### src/hw/rtl/itcw_pkg.sv
package itcw_pkg;

  localparam int unsigned MAX_LENGTH = 16;

  localparam int unsigned WORD_W  = 64;
  localparam int unsigned SYM_W   = 8;
  localparam int unsigned RADIX_W = 9;
  localparam int unsigned PROD_W  = WORD_W + RADIX_W;

  // Word length counts up to MAX_LENGTH + 1 before the search gives up.
  localparam int unsigned LEN_W = $clog2(MAX_LENGTH + 2);
  // Digit buffer index.
  localparam int unsigned IDX_W = (MAX_LENGTH > 1) ? $clog2(MAX_LENGTH) : 1;

  // Divider retires this many quotient bits per cycle.
  localparam int unsigned DIV_BITS  = 8;
  localparam int unsigned DIV_STEPS = WORD_W / DIV_BITS;
  localparam int unsigned DIV_CNT_W = (DIV_STEPS > 1) ? $clog2(DIV_STEPS) : 1;

  localparam logic [RADIX_W-1:0] RADIX_MIN   = 9'd2;
  localparam logic [RADIX_W-1:0] RADIX_MAX   = 9'd256;
  localparam logic [RADIX_W-1:0] RADIX_RESET = 9'd62;

  localparam int unsigned ADDR_W      = 3;
  localparam int unsigned DATA_W      = 32;
  localparam logic        REG_ALPHABET = 1'b0;

  typedef struct packed {
    logic             done;
    logic             too_long;
    logic [LEN_W-1:0] len;
  } search_stat_t;

  typedef struct packed {
    logic             done;
    logic [SYM_W-1:0] digit;
  } div_stat_t;

endpackage

### src/hw/rtl/itcw_len_search.sv
module itcw_len_search (
  input  logic                                clk,
  input  logic                                rst,
  input  logic                                start,
  input  logic [itcw_pkg::WORD_W-1:0]         index,
  input  logic [itcw_pkg::RADIX_W-1:0]        radix,
  output itcw_pkg::search_stat_t              stat,
  output logic [itcw_pkg::WORD_W-1:0]         rem_out
);

  logic                               busy;
  logic [itcw_pkg::WORD_W-1:0]        rem;
  logic [itcw_pkg::WORD_W-1:0]        pw;
  logic                               big;
  logic [itcw_pkg::LEN_W-1:0]         len;
  logic [itcw_pkg::PROD_W-1:0]        prod;
  logic                               over;
  logic                               step;

  // pw is registered, so the multiply feeds only the next compare.
  assign prod = {{itcw_pkg::RADIX_W{1'b0}}, pw} * {{itcw_pkg::WORD_W{1'b0}}, radix};
  assign over = len > itcw_pkg::LEN_W'(itcw_pkg::MAX_LENGTH);
  assign step = !over && !big && (rem >= pw);

  always_ff @(posedge clk) begin
    if (rst) begin
      busy <= 1'b0;
    end else if (start) begin
      busy <= 1'b1;
      rem  <= index;
      pw   <= {{(itcw_pkg::WORD_W - itcw_pkg::RADIX_W){1'b0}}, radix};
      big  <= 1'b0;
      len  <= itcw_pkg::LEN_W'(1);
    end else if (busy) begin
      if (step) begin
        rem <= rem - pw;
        len <= len + itcw_pkg::LEN_W'(1);
        pw  <= prod[itcw_pkg::WORD_W-1:0];
        big <= |prod[itcw_pkg::PROD_W-1:itcw_pkg::WORD_W];
      end else begin
        busy <= 1'b0;
      end
    end
  end

  assign stat.done     = busy && !step;
  assign stat.too_long = over;
  assign stat.len      = len;
  assign rem_out       = rem;

endmodule

### src/hw/rtl/itcw_div.sv
module itcw_div (
  input  logic                          clk,
  input  logic                          rst,
  input  logic                          start,
  input  logic [itcw_pkg::WORD_W-1:0]   dividend,
  input  logic [itcw_pkg::RADIX_W-1:0]  radix,
  output itcw_pkg::div_stat_t           stat,
  output logic [itcw_pkg::WORD_W-1:0]   quotient
);

  logic                               busy;
  logic                               done;
  logic [itcw_pkg::DIV_CNT_W-1:0]     cnt;
  logic [itcw_pkg::WORD_W-1:0]        q;
  logic [itcw_pkg::SYM_W-1:0]         r;
  logic [itcw_pkg::WORD_W-1:0]        q_next;
  logic [itcw_pkg::SYM_W-1:0]         r_next;

  // Restoring division, several quotient bits per cycle; the partial
  // remainder stays below the radix, so it fits one symbol.
  always_comb begin
    logic [itcw_pkg::RADIX_W-1:0] t;
    logic                         ge;
    r_next = r;
    q_next = q;
    for (int i = 0; i < itcw_pkg::DIV_BITS; i++) begin
      t      = {r_next, q_next[itcw_pkg::WORD_W-1]};
      ge     = t >= radix;
      q_next = {q_next[itcw_pkg::WORD_W-2:0], ge};
      if (ge) begin
        t = t - radix;
      end
      r_next = t[itcw_pkg::SYM_W-1:0];
    end
  end

  always_ff @(posedge clk) begin
    if (rst) begin
      busy <= 1'b0;
      done <= 1'b0;
    end else if (start) begin
      busy <= 1'b1;
      done <= 1'b0;
      cnt  <= '0;
      q    <= dividend;
      r    <= '0;
    end else if (busy) begin
      q   <= q_next;
      r   <= r_next;
      cnt <= cnt + itcw_pkg::DIV_CNT_W'(1);
      if (cnt == itcw_pkg::DIV_CNT_W'(itcw_pkg::DIV_STEPS - 1)) begin
        busy <= 1'b0;
        done <= 1'b1;
      end else begin
        done <= 1'b0;
      end
    end else begin
      done <= 1'b0;
    end
  end

  assign stat.done  = done;
  assign stat.digit = r;
  assign quotient   = q;

endmodule

### src/hw/rtl/index_to_candidate_word.sv
// Candidate word generator: turns a 64-bit enumeration index into the word at
// that position, where all words of length 1 come first, then all of length 2,
// and so on, over an alphabet of alphabet_size symbols (register 0, 2..256,
// values outside that range act as the nearest bound, reset 62). Each result
// transfer carries one symbol index, most significant first, with is_last on
// the final symbol. A word longer than MAX_LENGTH (16) gives one transfer with
// too_long and is_last set and symbol 0. The block works on one word at a
// time: in_ready is high only while it is idle. A word is first measured by
// the length search (one compare, subtract and 64x9 multiply per cycle), then
// each symbol goes through the shared divider (a start, division steps that
// retire 8 quotient bits each, and a step to park the digit), then the
// symbols are emitted in turn as the output register frees, and the block
// returns to idle to accept the next index. A too-long word is rejected once
// the search length passes MAX_LENGTH, and its result is then loaded. The
// output register lets the next word be accepted while the last symbol still
// waits to be taken.
module index_to_candidate_word (
  input  logic                           clk,
  input  logic                           rst,
  input  logic                           in_valid,
  output logic                           in_ready,
  input  logic [itcw_pkg::WORD_W-1:0]    word_index,
  output logic                           out_valid,
  input  logic                           out_ready,
  output logic [itcw_pkg::SYM_W-1:0]     symbol_index,
  output logic                           is_last,
  output logic                           too_long,
  input  logic                           psel,
  input  logic                           penable,
  input  logic                           pwrite,
  input  logic [itcw_pkg::ADDR_W-1:0]    paddr,
  input  logic [itcw_pkg::DATA_W-1:0]    pwdata,
  output logic [itcw_pkg::DATA_W-1:0]    prdata,
  output logic                           pready
);

  typedef enum logic [2:0] {
    S_IDLE,
    S_SEARCH,
    S_DIV_GO,
    S_DIV_WAIT,
    S_EMIT,
    S_LONG
  } state_t;

  state_t                           state;
  logic [itcw_pkg::RADIX_W-1:0]     alphabet_size;
  logic [itcw_pkg::RADIX_W-1:0]     radix;
  logic [itcw_pkg::WORD_W-1:0]      rem_cur;
  logic [itcw_pkg::IDX_W-1:0]       pos;
  logic [itcw_pkg::IDX_W-1:0]       last;
  logic [itcw_pkg::IDX_W-1:0]       idx;
  logic [itcw_pkg::SYM_W-1:0]       digits [itcw_pkg::MAX_LENGTH];

  itcw_pkg::search_stat_t           sstat;
  itcw_pkg::div_stat_t              dstat;
  logic [itcw_pkg::WORD_W-1:0]      search_rem;
  logic [itcw_pkg::WORD_W-1:0]      quotient;
  logic                             search_start;
  logic                             div_start;
  logic                             out_free;
  logic                             out_load;
  logic                             cfg_write;

  // ---------------------------------------------------------------------------
  // Configuration port: single register, zero-wait.
  // ---------------------------------------------------------------------------
  assign pready    = 1'b1;
  assign cfg_write = psel && penable && pwrite && pready;

  always_ff @(posedge clk) begin
    if (rst) begin
      alphabet_size <= itcw_pkg::RADIX_RESET;
    end else if (cfg_write && (paddr[2] == itcw_pkg::REG_ALPHABET)) begin
      alphabet_size <= pwdata[itcw_pkg::RADIX_W-1:0];
    end
  end

  always_comb begin
    prdata = '0;
    if (paddr[2] == itcw_pkg::REG_ALPHABET) begin
      prdata = {{(itcw_pkg::DATA_W - itcw_pkg::RADIX_W){1'b0}}, alphabet_size};
    end
  end

  // Clamp the radix into the supported range.
  always_comb begin
    if (alphabet_size < itcw_pkg::RADIX_MIN) begin
      radix = itcw_pkg::RADIX_MIN;
    end else if (alphabet_size > itcw_pkg::RADIX_MAX) begin
      radix = itcw_pkg::RADIX_MAX;
    end else begin
      radix = alphabet_size;
    end
  end

  // ---------------------------------------------------------------------------
  // Length search and shared divider.
  // ---------------------------------------------------------------------------
  assign in_ready     = (state == S_IDLE);
  assign search_start = in_valid && in_ready;
  assign div_start    = (state == S_DIV_GO);

  itcw_len_search u_search (
    .clk     (clk),
    .rst     (rst),
    .start   (search_start),
    .index   (word_index),
    .radix   (radix),
    .stat    (sstat),
    .rem_out (search_rem)
  );

  itcw_div u_div (
    .clk      (clk),
    .rst      (rst),
    .start    (div_start),
    .dividend (rem_cur),
    .radix    (radix),
    .stat     (dstat),
    .quotient (quotient)
  );

  // ---------------------------------------------------------------------------
  // Sequencer: digits come out of the divider least significant first and
  // are parked in the buffer, then read back most significant first.
  // ---------------------------------------------------------------------------
  assign out_free = !out_valid || out_ready;
  assign out_load = out_free && ((state == S_EMIT) || (state == S_LONG));

  always_ff @(posedge clk) begin
    if (rst) begin
      state     <= S_IDLE;
      out_valid <= 1'b0;
    end else begin
      // Hold a new result when one loads; drop it once the transfer completes.
      if (out_load) begin
        out_valid <= 1'b1;
      end else if (out_ready) begin
        out_valid <= 1'b0;
      end
      unique case (state)
        S_IDLE: begin
          if (search_start) begin
            state <= S_SEARCH;
          end
        end
        S_SEARCH: begin
          if (sstat.done) begin
            if (sstat.too_long) begin
              state <= S_LONG;
            end else begin
              rem_cur <= search_rem;
              last    <= itcw_pkg::IDX_W'(sstat.len - itcw_pkg::LEN_W'(1));
              pos     <= '0;
              state   <= S_DIV_GO;
            end
          end
        end
        S_DIV_GO: begin
          state <= S_DIV_WAIT;
        end
        S_DIV_WAIT: begin
          if (dstat.done) begin
            digits[pos] <= dstat.digit;
            rem_cur     <= quotient;
            if (pos == last) begin
              idx   <= last;
              state <= S_EMIT;
            end else begin
              pos   <= pos + itcw_pkg::IDX_W'(1);
              state <= S_DIV_GO;
            end
          end
        end
        S_EMIT: begin
          if (out_free) begin
            symbol_index <= digits[idx];
            is_last      <= (idx == '0);
            too_long     <= 1'b0;
            if (idx == '0) begin
              state <= S_IDLE;
            end else begin
              idx <= idx - itcw_pkg::IDX_W'(1);
            end
          end
        end
        S_LONG: begin
          if (out_free) begin
            symbol_index <= '0;
            is_last      <= 1'b1;
            too_long     <= 1'b1;
            state        <= S_IDLE;
          end
        end
        default: begin
          state <= S_IDLE;
        end
      endcase
    end
  end

endmodule

### config.mk
export PLATFORM = sky130hd
export DESIGN_NAME = index_to_candidate_word
export DESIGN_NICKNAME = d
export VERILOG_FILES = /design/src/hw/rtl/itcw_pkg.sv /design/src/hw/rtl/itcw_len_search.sv /design/src/hw/rtl/itcw_div.sv /design/src/hw/rtl/index_to_candidate_word.sv
export SDC_FILE = /design/constraint.sdc
export NUM_CORES = 2
export LEC_CHECK = 0
export BUFFER_PORTS_ARGS = -buffer_cell sky130_fd_sc_hd__buf_4
export CAP_MARGIN = 20
export CORE_UTILIZATION = 35
export DETAILED_ROUTE_END_ITERATION = 10
export MAX_ROUTING_LAYER = met4
export PLACE_DENSITY = 0.62
export SYNTH_ARGS = -nofsm -noshare
export SYNTH_HDL_FRONTEND = slang
export SYNTH_SLANG_ARGS = --single-unit
### constraint.sdc
create_clock -name clk -period 18.8 [get_ports clk]
set_clock_uncertainty 0.15 [all_clocks]
set_input_delay 1.88 -clock clk [delete_from_list [all_inputs] [get_ports clk]]
set_output_delay 1.88 -clock clk [all_outputs]
set_load 0.02 [all_outputs]
After elaboration in Yosys (flattened, before gate mapping)
Memories as Yosys holds them, arrays and structs flattened. A register that Yosys moved wholly into a read port is not among the register bits.
Cells that the tools add are included.

storage, ports and cells
  flip-flop bits (word level) = 311
  RAM bits = 128
  input bits = 106
  word-level logic and storage cells = 173
  memories = 1

memory list
  memory  words  width  rd ports  clocked after Yosys merged registers in  write ports  RTL line                       RTL
  digits  16     8      1         1                                        1            index_to_candidate_word.sv:53  logic [itcw_pkg::SYM_W-1:0] digits [itcw_pkg::MAX_LENGTH];

operators by class
  $add $sub $neg = 14
  multiply operators = 1
  magnitude comparators = 12
  eq/ne operators = 17
  muxes and demuxes = 70
  bitwise gates (word level) = 4
  reduce and logical (&&, ||, !) cells = 33

operators with widths
  cell                                                                   number
  64-bit two-way mux                                                     10
  64-bit case mux with 2 select lines                                    1
  8-bit two-way mux                                                      11
  64-bit by 9-bit multiplier with 73-bit output                          1
  9-bit greater-or-equal comparator                                      8
  64-bit greater-or-equal comparator                                     1
  64-bit subtractor                                                      1
  8-bit subtractor                                                       8
  4-bit two-way mux                                                      9
  9-bit two-way mux                                                      4
  3-bit two-way mux                                                      9
  1-bit two-way mux                                                      18
  3-bit case mux with 6 select lines                                     1
  6-bit AND reduction                                                    3
  4-bit case mux with 2 select lines                                     2
  8-bit case mux with 2 select lines                                     1
  2-bit != test (second input constant)                                  7
  2-bit nonzero test                                                     7
  5-bit two-way mux                                                      2
  3-bit == test (second input constant)                                  3
  9-bit greater-than comparator (second input constant)                  1
  9-bit by 2-bit < comparator with 1-bit output (second input constant)  1
  9-bit OR reduction                                                     1
  1-bit logical AND                                                      8
  20 further kinds                                                       33

Logic depth before layout (Yosys ltp)
  depth after elaboration = 20
  gate-level depth with buffers = 85

Cells and area by module
Synthesis repeated with hierarchy kept, for this count alone.

unflattened totals
  cells, all modules = 4409
  area, all modules = 44044.7 um^2

by module, submodules not included
  module                   instances  cells each  area an instance (um^2)  sequential area each (um^2)
  itcw_len_search          1          3131        27317.4                  4043.9
  index_to_candidate_word  1          613         9839.4                   6766.5
  itcw_div                 1          665         6887.9                   2292.2

Worst setup path before layout
Ideal clock, no wire load.

  path type = flip-flop to flip-flop
  start point = register alphabet_size[4] (netlist name)
  end point = register u_div.r[1] (netlist name) (data pin)
  setup time = 0.256 ns
  arrival = 16.262 ns
  required time = 18.394 ns
  slack = 2.132 ns
  stages on the path, launching flop included = 82
  buffers on the path = 6
  cell sequence = dfxtp_1 nor4_1 nand2_1 a21oi_1 inv_1 ha_1 a21o_1 a21oi_1 o21ai_0 nand3_1 a21oi_1 mux2i_1 ha_1 nor2b_1 o21ai_0 a21oi_1 o21ai_0 nand2_1 [... 46 more ...] a21boi_0 o21ai_0 nand2b_1 a21boi_1 mux2_2 inv_1 ha_1 nor2b_1 o21ai_0 a21boi_0 o21ai_0 a21boi_0 o21ai_0 a21oi_1 o31ai_1 nand2b_1 clkbuf_1 o211a_1

on the way
  longest elaborated chain between the ends = 20
  elaborated cells between the ends (all ways) = 29

ends and longest elaborated chain
  item                                                                          RTL line                        RTL
  start: declaration                                                            index_to_candidate_word.sv:47   logic [itcw_pkg::RADIX_W-1:0] alphabet_size;
  start signal: assignment                                                      index_to_candidate_word.sv:73   alphabet_size <= itcw_pkg::RADIX_RESET;
  start signal: assignment                                                      index_to_candidate_word.sv:75   alphabet_size <= pwdata[itcw_pkg::RADIX_W-1:0];
  9-bit greater-than comparator                                                 index_to_candidate_word.sv:90   end else if (alphabet_size > itcw_pkg::RADIX_MAX) begin
  9-bit two-way mux                                                             index_to_candidate_word.sv:90
  9-bit two-way mux *                                                           index_to_candidate_word.sv:88   if (alphabet_size < itcw_pkg::RADIX_MIN) begin
  8-bit subtractor / 9-bit greater-or-equal comparator (equally long branches)  itcw_div.sv:31, itcw_div.sv:28
  8-bit two-way mux                                                             itcw_div.sv:30                  if (ge) begin
  8-bit subtractor / 9-bit greater-or-equal comparator (equally long branches)  itcw_div.sv:31, itcw_div.sv:28
  8-bit two-way mux                                                             itcw_div.sv:30
  8-bit subtractor / 9-bit greater-or-equal comparator (equally long branches)  itcw_div.sv:31, itcw_div.sv:28
  [... 4 more ...]                                                              -
  8-bit two-way mux                                                             itcw_div.sv:30
  8-bit subtractor / 9-bit greater-or-equal comparator (equally long branches)  itcw_div.sv:31, itcw_div.sv:28
  8-bit two-way mux                                                             itcw_div.sv:30
  8-bit subtractor / 9-bit greater-or-equal comparator (equally long branches)  itcw_div.sv:31, itcw_div.sv:28
  8-bit two-way mux                                                             itcw_div.sv:30
  9-bit greater-or-equal comparator / 8-bit subtractor (equally long branches)  itcw_div.sv:28, itcw_div.sv:31
  8-bit two-way mux *                                                           itcw_div.sv:30
  8-bit two-way mux *                                                           itcw_div.sv:47                  end else if (busy) begin
  end signal: assignment                                                        itcw_div.sv:49                  r <= r_next;
  end: declaration                                                              itcw_div.sv:15                  logic [itcw_pkg::SYM_W-1:0] r;

Every way passes the cells marked *; elsewhere a longest branch is shown, timed or not. The select of a mux whose other input is x is not followed.
A chain may end at the register's enable or synchronous reset.

Worst setup path after layout
  start point = register alphabet_size[4] (netlist name)
  end point = register u_div.r[7] (netlist name) (data pin)

on the way
  longest elaborated chain between the ends = 20
  elaborated cells between the ends (all ways) = 29

ends and longest elaborated chain
  item                                                                          RTL line
  9-bit greater-than comparator                                                 index_to_candidate_word.sv:90
  9-bit two-way mux                                                             index_to_candidate_word.sv:90
  9-bit two-way mux *                                                           index_to_candidate_word.sv:88
  8-bit subtractor / 9-bit greater-or-equal comparator (equally long branches)  itcw_div.sv:31, itcw_div.sv:28
  8-bit two-way mux                                                             itcw_div.sv:30
  8-bit subtractor / 9-bit greater-or-equal comparator (equally long branches)  itcw_div.sv:31, itcw_div.sv:28
  8-bit two-way mux                                                             itcw_div.sv:30
  8-bit subtractor / 9-bit greater-or-equal comparator (equally long branches)  itcw_div.sv:31, itcw_div.sv:28
  [... 4 more ...]                                                              -
  8-bit two-way mux                                                             itcw_div.sv:30
  8-bit subtractor / 9-bit greater-or-equal comparator (equally long branches)  itcw_div.sv:31, itcw_div.sv:28
  8-bit two-way mux                                                             itcw_div.sv:30
  8-bit subtractor / 9-bit greater-or-equal comparator (equally long branches)  itcw_div.sv:31, itcw_div.sv:28
  8-bit two-way mux                                                             itcw_div.sv:30
  8-bit subtractor / 9-bit greater-or-equal comparator (equally long branches)  itcw_div.sv:31, itcw_div.sv:28
  8-bit two-way mux *                                                           itcw_div.sv:30
  8-bit two-way mux *                                                           itcw_div.sv:47

Marked as above.

==> key figures <==
Placement
  – HPWL Detailed: 93700 um
  – Buffers on Ports: between 100 and 150
  – GPL Wtd Cong: 0.935

Logic synthesis
  – Ys async rst share: 0
  – Synth Flop Type: edfxtp_1
  – Most common cell in the netlist: nand2_1
  – Average size of a mapped cell: 9.26 um2
  – Synth cell count leaders: nand2_1, inv_1, nor2_1, fa_1, edfxtp_1
  – Synth warnings: 0
  – Ranking of synthesized cells by area: edfxtp_1, fa_1, nand2_1
  – Synth cell types: 91
  – Share of the synthesized area in the top cell type: 0.297
  – EDFF count, synth: between 400 and 500
  – Post-Syn Instances: roughly 4600
  – Yosys top cell by area: edfxtp_1
  – Seq cells post-synth: 443
  – Post-synthesis instance area: around 43000 um2
  – Register area share after synthesis: 0.306

Flow run
  – Maxcap violations: 0

Detailed routing
  – Drt total wl: between 100000 and 150000 um
  – Vias per Instance: 5.23
  – WL/cell: roughly 19 um
  – Top routing layer in use: met4
  – DR vias: ~33000
  – Met3 wire length: 7890 um
  – Initial DRC Count: ~2500
  – Post-route ant nets: 0
  – WL met2: 57000 um
  – WL met1: ~54000 um
  – DRC Markers: 0
  – DRT Pass-1 Iters: 5

Timing
  – WHS: around 0.35 ns
  – Period minus WS final: 17.47 ns
  – Tightest Pin Transition: 1.08 ns
  – Setup violations, final: 0
  – Hold Fails Final Rpt: 0
  – Slew Limit Fails: 0
  – Relative slew slack: 0.279
  – Tcrit/Tclk final: 0.929
  – Fmax: between 50 and 60 MHz

Floorplanning
  – Ports: approximately 150
  – DIE HEIGHT: roughly 350 um
  – Initial Utilization: 0.355
  – Die area: 124000 um2
  – Die W: about 350 um
  – Core Footprint: 121000 um2
  – Row cnt: roughly 130

Global routing
  – Largest net degree at the start of global routing: 77
  – All-Layer GR Usage: 0.206
  – Total grt overflow: 0
  – Vias in the first global route: between 30000 and 40000
  – Initial antenna violation count: 2
  – First-pass GRT wire length: 192000 um

Clock network
  – Clock latency on the worst-skew pair: 0.68 ns
  – Clock transition at path regs: 0.06 ns
  – CTS root buffer: clkbuf_16
  – CTS Hold Bufs: 0
  – CTS tree: yes
  – Clock Sinks: around 440
  – TritonCTS Buffers: 53
  – H-tree depth: 2
  – CTS Buffer Depth: 3

Setup path
  – Max stage delay on crit path: between 0.4 and 0.5 ns
  – Worst setup path start: alphabet_size[4]$_SDFFE_PP1P_
  – Crit path arrival time: approximately 18 ns
  – Reg2reg start: alphabet_size[4]$_SDFFE_PP1P_
  – Crit path max-delay family: compound AO/OA/AOI/OAI gates
  – Critical Path RT: roughly 19 ns
  – Maximum fanout along the worst path: 15
  – WP buf/inv: 3
  – CP Class: flip-flop to flip-flop
  – Most used cell, CP: o21ai_0
  – Worst Setup End Kind: flip-flop
  – Startpoint types: flip-flop
  – Slowest cell on the critical path: o31ai_1

Hold path
  – Hold path startpoint: out_valid$_SDFFE_PP0P_
  – Min-delay worst type: flip-flop to flip-flop

Cells and area
  – Fillers: around 12000
  – Nets@finish: approximately 5400
  – Synth-to-layout area growth: 9.75%
  – Share of post-route cells with drive strength above 1: 0.0789

Status
  – Status: complete, no violations
-- state kept, by name (all words and copies together), names as in the netlist, 3 cells and up, named ones only --
name and cells:
alphabet_size 9, u_search.rem_out 64, pos 4, symbol_index 8
u_div.cnt 3, digits 128, rem_cur 64, u_div.quotient 64
last 4, u_search.len 5, u_search.pw 64, state 3
u_div.r 8, idx 4
-- worst paths after layout --
check                              to  slack, ns  depth (start not counted)
max          u_div.r[7]$_SDFFCE_PP0P_       1.33                         76
min            out_valid$_SDFFE_PP0P_       0.35                          2
max reg2reg  u_div.r[7]$_SDFFCE_PP0P_       1.33                         76
min reg2reg    out_valid$_SDFFE_PP0P_       0.35                          2
-- layout by cell type, fill, tap and decap left out, types with 91 or more instances in the layout --
cell type  count
nand2_1      877
inv_1        546
nor2_1       508
fa_1         444
edfxtp_1     423
a21oi_1      251
ha_1         238
o21ai_0      158
buf_4        148
xnor2_1       93
a21o_1        91
-- cell families after synthesis --
kind of cell,synth area share
AO/OA/AOI/OAI,0.107
XOR/XNOR,0.0327
adder cells (fa/ha/maj),0.277
buffers and inverters,0.0739
flip-flops,0.306
multiplexers,0.0324
other,0.000175
AND/OR/NAND/NOR,0.171
-- area by class of cell --
class	count	area, um2	area share
sequential	443	13100	0.279
tap	1612	2020	0.0429
clock inverter	37	504	0.0107
inverter	554	2080	0.0442
clock buffer	62	1370	0.0291
multi-input combinational	3420	26800	0.570
antenna	1	2.50	0.0000532
timing repair buffer	149	1120	0.0237
-- routing by layer --
layer  track usage  vias up
met5             -        -
met4        0.0588        0
met3        0.0253      185
met2         0.327     1008
met1         0.276    16400
li1              -    15300
-- worst min-delay path: cells and delay by family, from the launching register on --
kind,cells,cell delay [ns]
compound gates,1,0.06
flops,1,0.32
simple gates,1,0.07
-- per-stage QoR --
step                area (um2)  setup TNS [ns]  cells   util  setup slack, ns
finish                   47000               0   6278  0.390             1.33
global route             47000        -0.00673   6277  0.390         -0.00673
CTS                      46900               0   6275  0.389            0.264
detailed placement       45100               0   6176  0.374            0.406
global placement         45100               0   6176  0.374            0.541
floorplan                42900               0   4646      -             2.13
-- what timing repair did --
| item | in CTS | in global routing |
|---|---|---|
| buffers inserted | 0 | 1 |
| setup endpoints to repair | 0 | 9 |
| gates resized for setup | 0 | 18 |
Power is left out: the tool's default activity adds up to more than one toggle a clock period on the data nets, which glitch-free logic cannot reach.
